--- config.mk ---
export PLATFORM = sky130hd
export DESIGN_NAME = qmn_queue
export DESIGN_NICKNAME = d
export VERILOG_FILES = /design/src/sv/qmn_pkg.sv /design/src/sv/qmn_queue.sv
export SDC_FILE = /design/constraint.sdc
export NUM_CORES = 1
export LEC_CHECK = 0
export BUFFER_PORTS_ARGS = -buffer_cell sky130_fd_sc_hd__buf_4
export CAP_MARGIN = 40
export CORE_AREA = 10 10 175 177
export CTS_CLUSTER_DIAMETER = 120
export DETAILED_ROUTE_END_ITERATION = 8
export DIE_AREA = 0 0 185 187
export GPL_TIMING_DRIVEN = 1
export MAX_ROUTING_LAYER = met4
export PLACE_DENSITY_LB_ADDON = 0.1
export SYNTH_ARGS = -nofsm -noshare
export SYNTH_HDL_FRONTEND = slang
export SYNTH_SLANG_ARGS = --single-unit
--- constraint.sdc ---
create_clock -name clock -period 3.42 [get_ports clock]
set_clock_uncertainty 0.2 [all_clocks]
set_input_delay 0.342 -clock clock [delete_from_list [all_inputs] [get_ports clock]]
set_output_delay 0.342 -clock clock [all_outputs]
set_load 0.005 [all_outputs]
--- src/sv/qmn_pkg.sv ---
// ============================================================================
// qmn_pkg
// Shared widths, payload types and arithmetic steps for the quaternion
// multiply and normalise block.
// ============================================================================
package qmn_pkg;

   localparam int CW        = 16;          // component width, signed Q2.F
   localparam int FRAC      = CW - 2;
   localparam int RW        = CW + 4;      // rounded product component, signed
   localparam int AW        = CW + 3;      // magnitude of a rounded component
   localparam int SW        = 2 * CW + 2;  // exact sum of four products
   localparam int ROOTW     = CW + 4;      // square root width
   localparam int SQW       = 2 * ROOTW;   // sum of squares
   localparam int REMW      = ROOTW + 3;   // root remainder
   localparam int DRW       = ROOTW + 1;   // divider partial remainder
   localparam int QW        = CW;          // quotient bits, one extra for rounding
   localparam int TOLW      = 14;
   localparam int TOL_RESET = 16;
   localparam int QDEPTH    = 4;
   localparam int QPTRW     = 2;
   localparam int QCNTW     = 3;

   // Negate mask per result component, bit i for term i (left[i] * right[c ^ i])
   localparam logic [3:0][3:0] NEG_MASK = {4'b0100, 4'b0010, 4'b1000, 4'b1110};

   localparam logic signed [RW-1:0] SAT_HI = RW'(2 ** (CW - 1) - 1);
   localparam logic signed [RW-1:0] SAT_LO = ~SAT_HI;
   localparam logic [ROOTW-1:0]     UNIT   = ROOTW'(2 ** FRAC);

   typedef struct packed {
      logic signed [CW-1:0] left_w;
      logic signed [CW-1:0] left_x;
      logic signed [CW-1:0] left_y;
      logic signed [CW-1:0] left_z;
      logic signed [CW-1:0] right_w;
      logic signed [CW-1:0] right_x;
      logic signed [CW-1:0] right_y;
      logic signed [CW-1:0] right_z;
   } req_type;

   typedef struct packed {
      logic signed [CW-1:0] prod_w;
      logic signed [CW-1:0] prod_x;
      logic signed [CW-1:0] prod_y;
      logic signed [CW-1:0] prod_z;
      logic                 zero_magnitude;
   } rsp_type;

   typedef logic [3:0][RW-1:0] vec_type;

   typedef struct packed {
      logic [SQW-1:0]   rad;
      logic [ROOTW-1:0] root;
      logic [REMW-1:0]  rem;
   } sqrt_state_type;

   typedef struct packed {
      logic [DRW-1:0] rem;
      logic [QW-1:0]  quo;
   } div_state_type;

   typedef div_state_type [3:0] div_vec_type;

   function automatic logic [CW-1:0] saturate(input logic signed [RW-1:0] v);
      if (v > SAT_HI) begin
         return SAT_HI[CW-1:0];
      end else if (v < SAT_LO) begin
         return SAT_LO[CW-1:0];
      end
      return v[CW-1:0];
   endfunction

   function automatic logic [AW-1:0] abs_r(input logic [RW-1:0] v);
      logic [RW-1:0] m;
      m = v[RW-1] ? (~v + RW'(1)) : v;
      return m[AW-1:0];
   endfunction

   // one root bit per call
   function automatic sqrt_state_type sqrt_step(input sqrt_state_type s);
      logic [REMW-1:0] cur;
      logic [REMW-1:0] trial;
      sqrt_state_type  o;
      cur   = {s.rem[REMW-3:0], s.rad[SQW-1 -: 2]};
      trial = {1'b0, s.root, 2'b01};
      o.rad = {s.rad[SQW-3:0], 2'b00};
      if (cur >= trial) begin
         o.rem  = cur - trial;
         o.root = {s.root[ROOTW-2:0], 1'b1};
      end else begin
         o.rem  = cur;
         o.root = {s.root[ROOTW-2:0], 1'b0};
      end
      return o;
   endfunction

   // one quotient bit per call; the first step compares without a shift
   function automatic div_state_type div_step(input div_state_type s,
                                              input logic [ROOTW-1:0] d,
                                              input logic shift);
      logic [DRW-1:0] cur;
      logic [DRW-1:0] dd;
      div_state_type  o;
      cur = shift ? {s.rem[DRW-2:0], 1'b0} : s.rem;
      dd  = {1'b0, d};
      if (cur >= dd) begin
         o.rem = cur - dd;
         o.quo = {s.quo[QW-2:0], 1'b1};
      end else begin
         o.rem = cur;
         o.quo = {s.quo[QW-2:0], 1'b0};
      end
      return o;
   endfunction

endpackage

--- src/sv/qmn_queue.sv ---
// ============================================================================
// qmn_queue
// Short queue of rounded products between the front and back sides.
// ============================================================================
module qmn_queue (
   input  logic                      clock,
   input  logic                      reset,
   input  logic                      push,
   input  qmn_pkg::vec_type          push_data,
   input  logic                      pop,
   output logic                      head_valid,
   output qmn_pkg::vec_type          head_data,
   output logic [qmn_pkg::QCNTW-1:0] fill
);
   import qmn_pkg::*;

   vec_type          mem_ff [QDEPTH];
   logic [QPTRW-1:0] wr_ptr_ff;
   logic [QPTRW-1:0] rd_ptr_ff;
   logic [QCNTW-1:0] cnt_ff;

   always_ff @(posedge clock) begin
      if (push) begin
         mem_ff[wr_ptr_ff] <= push_data;
      end
   end

   always_ff @(posedge clock) begin
      if (reset) begin
         wr_ptr_ff <= '0;
         rd_ptr_ff <= '0;
         cnt_ff    <= '0;
      end else begin
         if (push) begin
            wr_ptr_ff <= wr_ptr_ff + QPTRW'(1);
         end
         if (pop) begin
            rd_ptr_ff <= rd_ptr_ff + QPTRW'(1);
         end
         if (push && !pop) begin
            cnt_ff <= cnt_ff + QCNTW'(1);
         end else if (pop && !push) begin
            cnt_ff <= cnt_ff - QCNTW'(1);
         end
      end
   end

   assign head_valid = cnt_ff != '0;
   assign head_data  = mem_ff[rd_ptr_ff];
   assign fill       = cnt_ff;

endmodule

* Yosys cells after proc, flatten, opt, wreduce, memory -nomap -nowiden
Memories as Yosys holds them, arrays and structs flattened. A register that Yosys moved wholly into a read port is not among the register bits.
Index checks and enable logic that the tools add are counted.
** Storage, ports and cells
- Flip-flop bits (word level) :: 7
- Memory bits (writable) :: 320
- Bits of input ports :: 84
- Output and inout bits :: 84
- Word-level logic and storage cells :: 20
- Memories :: 1
** Operators by class
- $add $sub $neg :: 4
- Multiplexer cells :: 6
- Reduce and logical (&&, ||, !) cells :: 6
** Memories
- mem_ff :: depth 4, width 80, rd ports 1, clocked after Yosys merged registers in 1, write ports 1, RTL line qmn_queue.sv:17 : vec_type mem_ff [QDEPTH];
** Operator list (number)
- 3-bit 2-to-1 mux :: 2
- 2-bit by 1-bit adder with 2-bit output, second input constant :: 2
- 2-bit 2-to-1 mux :: 2
- 3-bit by 1-bit adder with 3-bit output, second input constant :: 1
- 3-bit nonzero test :: 1
- 3-bit by 1-bit subtractor with 3-bit output, second input constant :: 1
- 1-bit logical AND :: 2
- 1-bit zero test :: 2
- 1-bit 2-to-1 mux :: 2
- 2-bit nonzero test :: 1

* Logic depth before layout (Yosys ltp)
- Word-level depth :: 4
- Depth in mapped cells :: 7
- Mapped depth without buffers :: 7

* Worst setup path after synthesis
Ideal clock, no wire load.
- Kind :: flip-flop to flip-flop
- Start :: reg wr_ptr_ff[0]
- End :: mem mem_ff[0][0] in the netlist's numbering, enable pin
- Library setup time :: 0.447 ns
- Arrival time :: 2.406 ns
- Data required time :: 2.773 ns
- Setup slack :: 0.367 ns
- Cell stages (with the launch flop) :: 4
- Buffers on the path :: 0
- Period minus slack after synthesis :: 3.053 ns
- Path through :: dfxtp_1 inv_1 ha_1 and2_1
** RTL lines
- start, declared :: RTL line qmn_queue.sv:18 : logic [QPTRW-1:0] wr_ptr_ff;
- start signal, assigned :: RTL line qmn_queue.sv:35 : wr_ptr_ff <= wr_ptr_ff + QPTRW'(1);
- end, declared :: RTL line qmn_queue.sv:17
No word-level cell before the write port.

==> PnR_summary.wiki <==
{| class="wikitable"
! Metric !! Value
|-
| Unique cell type count in the Yosys netlist || 20
|-
| Register bit total from synthesis || ~330
|-
| Average wire length per cell after detail routing || approximately 22 um
|-
| Synth Area per Inst || 26.1 um2
|-
| Hold path startpoint || rd_ptr_ff[1]
|-
| Area of the die || around 35,000 um2
|-
| Slack of the worst reg-to-reg path || between 1 and 1.5 ns
|-
| Pwr per Cell Area || ~590 nW/um2
|-
| Antenna violations before repair || 0
|-
| Global-route congestion overflow total || 0
|-
| Share of cells above drive strength 1 || 0.403
|-
| Via count of the first global-routing pass || ~6.4k
|-
| Die boundary width || about 190 um
|-
| Area share of the largest cell type after synthesis || 0.798
|-
| Worst hold endpoint || rd_ptr_ff[1]
|-
| Crit Path Category || reg2out
|-
| Portion of the post-synthesis area used by sequential elements || 0.812
|-
| Largest fanout on the critical path || 31
|-
| Fin. Hold Viols || 0
|-
| Simple-Gate Fraction of Synth Area || 0.00561
|-
| Headroom to the max-slew limit || 0.502
|-
| ANT cells || 0
|-
| Library cell occupying the most area in the post-synthesis netlist || sky130_fd_sc_hd__edfxtp_1
|-
| Setup TNS after final layout || 0 ns
|-
| Data required, critical path || approximately 2.9 ns
|-
| Final count of negative-setup-slack endpoints || 0
|-
| Post-layout net count || roughly 830
|-
| Later-pin clock latency in the skew report || 0.49 ns
|-
| Post-CTS Repair Setup Buffers || 0
|-
| Fin crit share || 0.788
|-
| Initial detailed-routing violation count || between 200 and 300
|-
| Total nets after synthesis || around 550
|-
| Tot GR Track Use || 0.147
|-
| Critical path data arrival time || about 2.2 ns
|-
| Number of optimization iterations in the first detailed-route pass || 4
|-
| Cell count after placement || around 960
|-
| Count of max-cap constraint violations || 0
|-
| TritonCTS buffer count || 35
|-
| Worst setup margin || about 0.72 ns
|-
| Via density || a little over 5
|-
| Critical R2R Capture || mem_ff[2][2]
|-
| Post-synthesis share of cell area spent on full adders, half adders and majority gates || 0.00685
|-
| Wire length after detailed routing || roughly 24 mm
|-
| Area grow syn2layout || 29.7%
|-
| Non-filler cells, final || ~1.1k
|-
| RSZ-0062 raised after global routing || no
|-
| Leakage power || between 5 and 6 nW
|-
| Number of buffer cells added on primary ports || approximately 170
|-
| Effective utilization at floorplan || 0.441
|-
| Wire length of the first global-routing pass || approximately 38 mm
|-
| Weighted congestion reported at the end of routability-driven placement || a little under 0.7
|-
| H-Tree Level Count || 2
|-
| Cells resized by post-CTS repair || 0
|-
| Compound-gate portion of the synthesized area || 0.000831
|-
| Max Freq || 371 MHz
|-
| Proportion of synthesized area in mux cells || 0.151
|-
| Remaining antenna violation count || 0
|-
| Count of mapped cells out of synthesis || roughly 460
|-
| Total via count in the routed design || between 5k and 6k
|-
| Clock transition time at the flip-flop clock pins of the worst setup and hold paths || around 0.06 ns
|-
| Transition time of the tightest slew-check pin || roughly 0.75 ns
|-
| CORE AREA || 27,300 um2
|-
| Critical Path Start Type || flip-flop
|-
| Die Y || ~190 um
|-
| Xor and xnor fraction of the mapped netlist area || 0.00363
|-
| Number of max-slew violations in the final report || 0
|-
| Maximum clock insertion buffer count || 3
|-
| Outcome || complete, no violations
|-
| Post-detail-place hpwl || 14.3 mm
|-
| Min cycle time layout || about 2.7 ns
|-
| Number of remaining DRC errors || 0
|-
| Startpoint of the worst register-to-register path || wr_ptr_ff[0]
|-
| # clock sinks || ~330
|-
| Io pins || approximately 170
|-
| Yosys Warn Count || 0
|-
| Reg2Reg Depth || 4
|-
| Dominant combinational cell family by area after synthesis || multiplexers
|-
| Root Buffer || sky130_fd_sc_hd__clkbuf_16
|-
| Worst IR Drop VDD || between 300 and 400 uV
|-
| Synth top area cells || sky130_fd_sc_hd__edfxtp_1 (80%), sky130_fd_sc_hd__mux4_2 (15%), sky130_fd_sc_hd__dfxtp_1 (1.5%)
|-
| Cell area after synthesis || ~12,000 um2
|-
| Path class of the lowest-slack min-delay path || reg2reg
|-
| Number of rows created at floorplan || between 60 and 70
|-
| Hold depth || 2
|-
| Category of the worst setup path capture point || output pin
|-
| Hold-fix buffers at CTS || between 80 and 90
|-
| Worst slack at placement || 1.18 ns
|-
| Clock tree from TritonCTS || built
|-
| Maximum number of pins on one net before global-route repair || 53
|}
## routing by layer
layer / vias up / GRT usage / part of all wire
met5: - / - / 0
met4: 0 / 0.0353 / 0.013
met3: 26 / 0.0338 / 0.052
met2: 148 / 0.233 / 0.50
met1: 2964 / 0.188 / 0.43
li1: 2530 / - / -
## Yosys cell counts
cell and number:
sky130_fd_sc_hd__nand2_1 1, sky130_fd_sc_hd__xnor2_1 2, sky130_fd_sc_hd__mux2i_1 2, sky130_fd_sc_hd__buf_6 1, sky130_fd_sc_hd__buf_2 8, sky130_fd_sc_hd__fa_1 1, sky130_fd_sc_hd__a21oi_1 1, sky130_fd_sc_hd__or3_1 2
sky130_fd_sc_hd__buf_1 1, sky130_fd_sc_hd__ha_1 5, sky130_fd_sc_hd__edfxtp_1 320, sky130_fd_sc_hd__clkbuf_1 1, sky130_fd_sc_hd__nor2_1 7, sky130_fd_sc_hd__inv_1 4, sky130_fd_sc_hd__xor2_1 3, sky130_fd_sc_hd__and2_1 4
sky130_fd_sc_hd__buf_12 8, sky130_fd_sc_hd__mux4_2 80, sky130_fd_sc_hd__dfxtp_1 9, sky130_fd_sc_hd__o21ai_0 1
## flip-flops by register name, indices dropped and copies added, names as in the netlist, named ones only
name       count
rd_ptr_ff      2
wr_ptr_ff      2
fill           3
mem_ff       320
## cell type report
cell class | count | area, um2
fill | 2028 | 11700
sequential | 329 | 9800
clock inverter | 17 | 150
tap | 346 | 433
clock buffer | 45 | 956
inverter | 4 | 15.0
multi-input combinational | 109 | 2040
timing repair buffer | 260 | 2240
## through the flow
stage          area [um2]  total power [mW]  hold WS, ns  utilization
2_1_floorplan       12000              5.24        0.241            -
3_3_place_gp        13700              5.69        0.288        0.501
3_5_place_dp        13700              5.72        0.322        0.501
4_1_cts             15600              9.43        0.336        0.572
5_1_grt             15600              9.69        0.358        0.572
6_report            15600              9.29        0.338        0.572
## cells by family after synthesis
logic type,Yosys count
compound gates,2
mux,82
simple gates,14
buf+inv,23
flops,329
xor+xnor,5
fa+ha+maj,6
## cells in the final DEF (no fill, tap or decap), drive strengths merged
master	count
edfxtp	320
buf	176
dlygate4sd3	84
mux4	80
clkbuf	45
clkinv	14
dfxtp	9
nor2	7
ha	5
inv	4
and2	4
xor2	3
bufinv	3
or3	2
xnor2	2
mux2i	2
nand2	1
o21ai	1
a21oi	1
fa	1
## critical path: stages (launching register included)
cell and delay [ns]:
sky130_fd_sc_hd__dfxtp_4 0.35, sky130_fd_sc_hd__buf_4 0.52, sky130_fd_sc_hd__mux4_2 0.61, sky130_fd_sc_hd__buf_4 0.16
## power breakdown
group          internal (mW)  switching [mW]
clock network           2.19            1.42
registers               4.63          0.0581
logic                  0.558           0.436
## worst max-delay path by stage
| stage | end | slack [ns] |
|---|---|---|
| floorplan | mem_ff[0][0] | 0.37 |
| global placement | head_data[54] | 1.18 |
| detailed placement | head_data[49] | 1.18 |
| CTS | head_data[78] | 0.63 |
| global route | head_data[54] | 0.55 |
| finish | head_data[78] | 0.72 |
No activity file was read; power rests on OpenSTA's default activity.
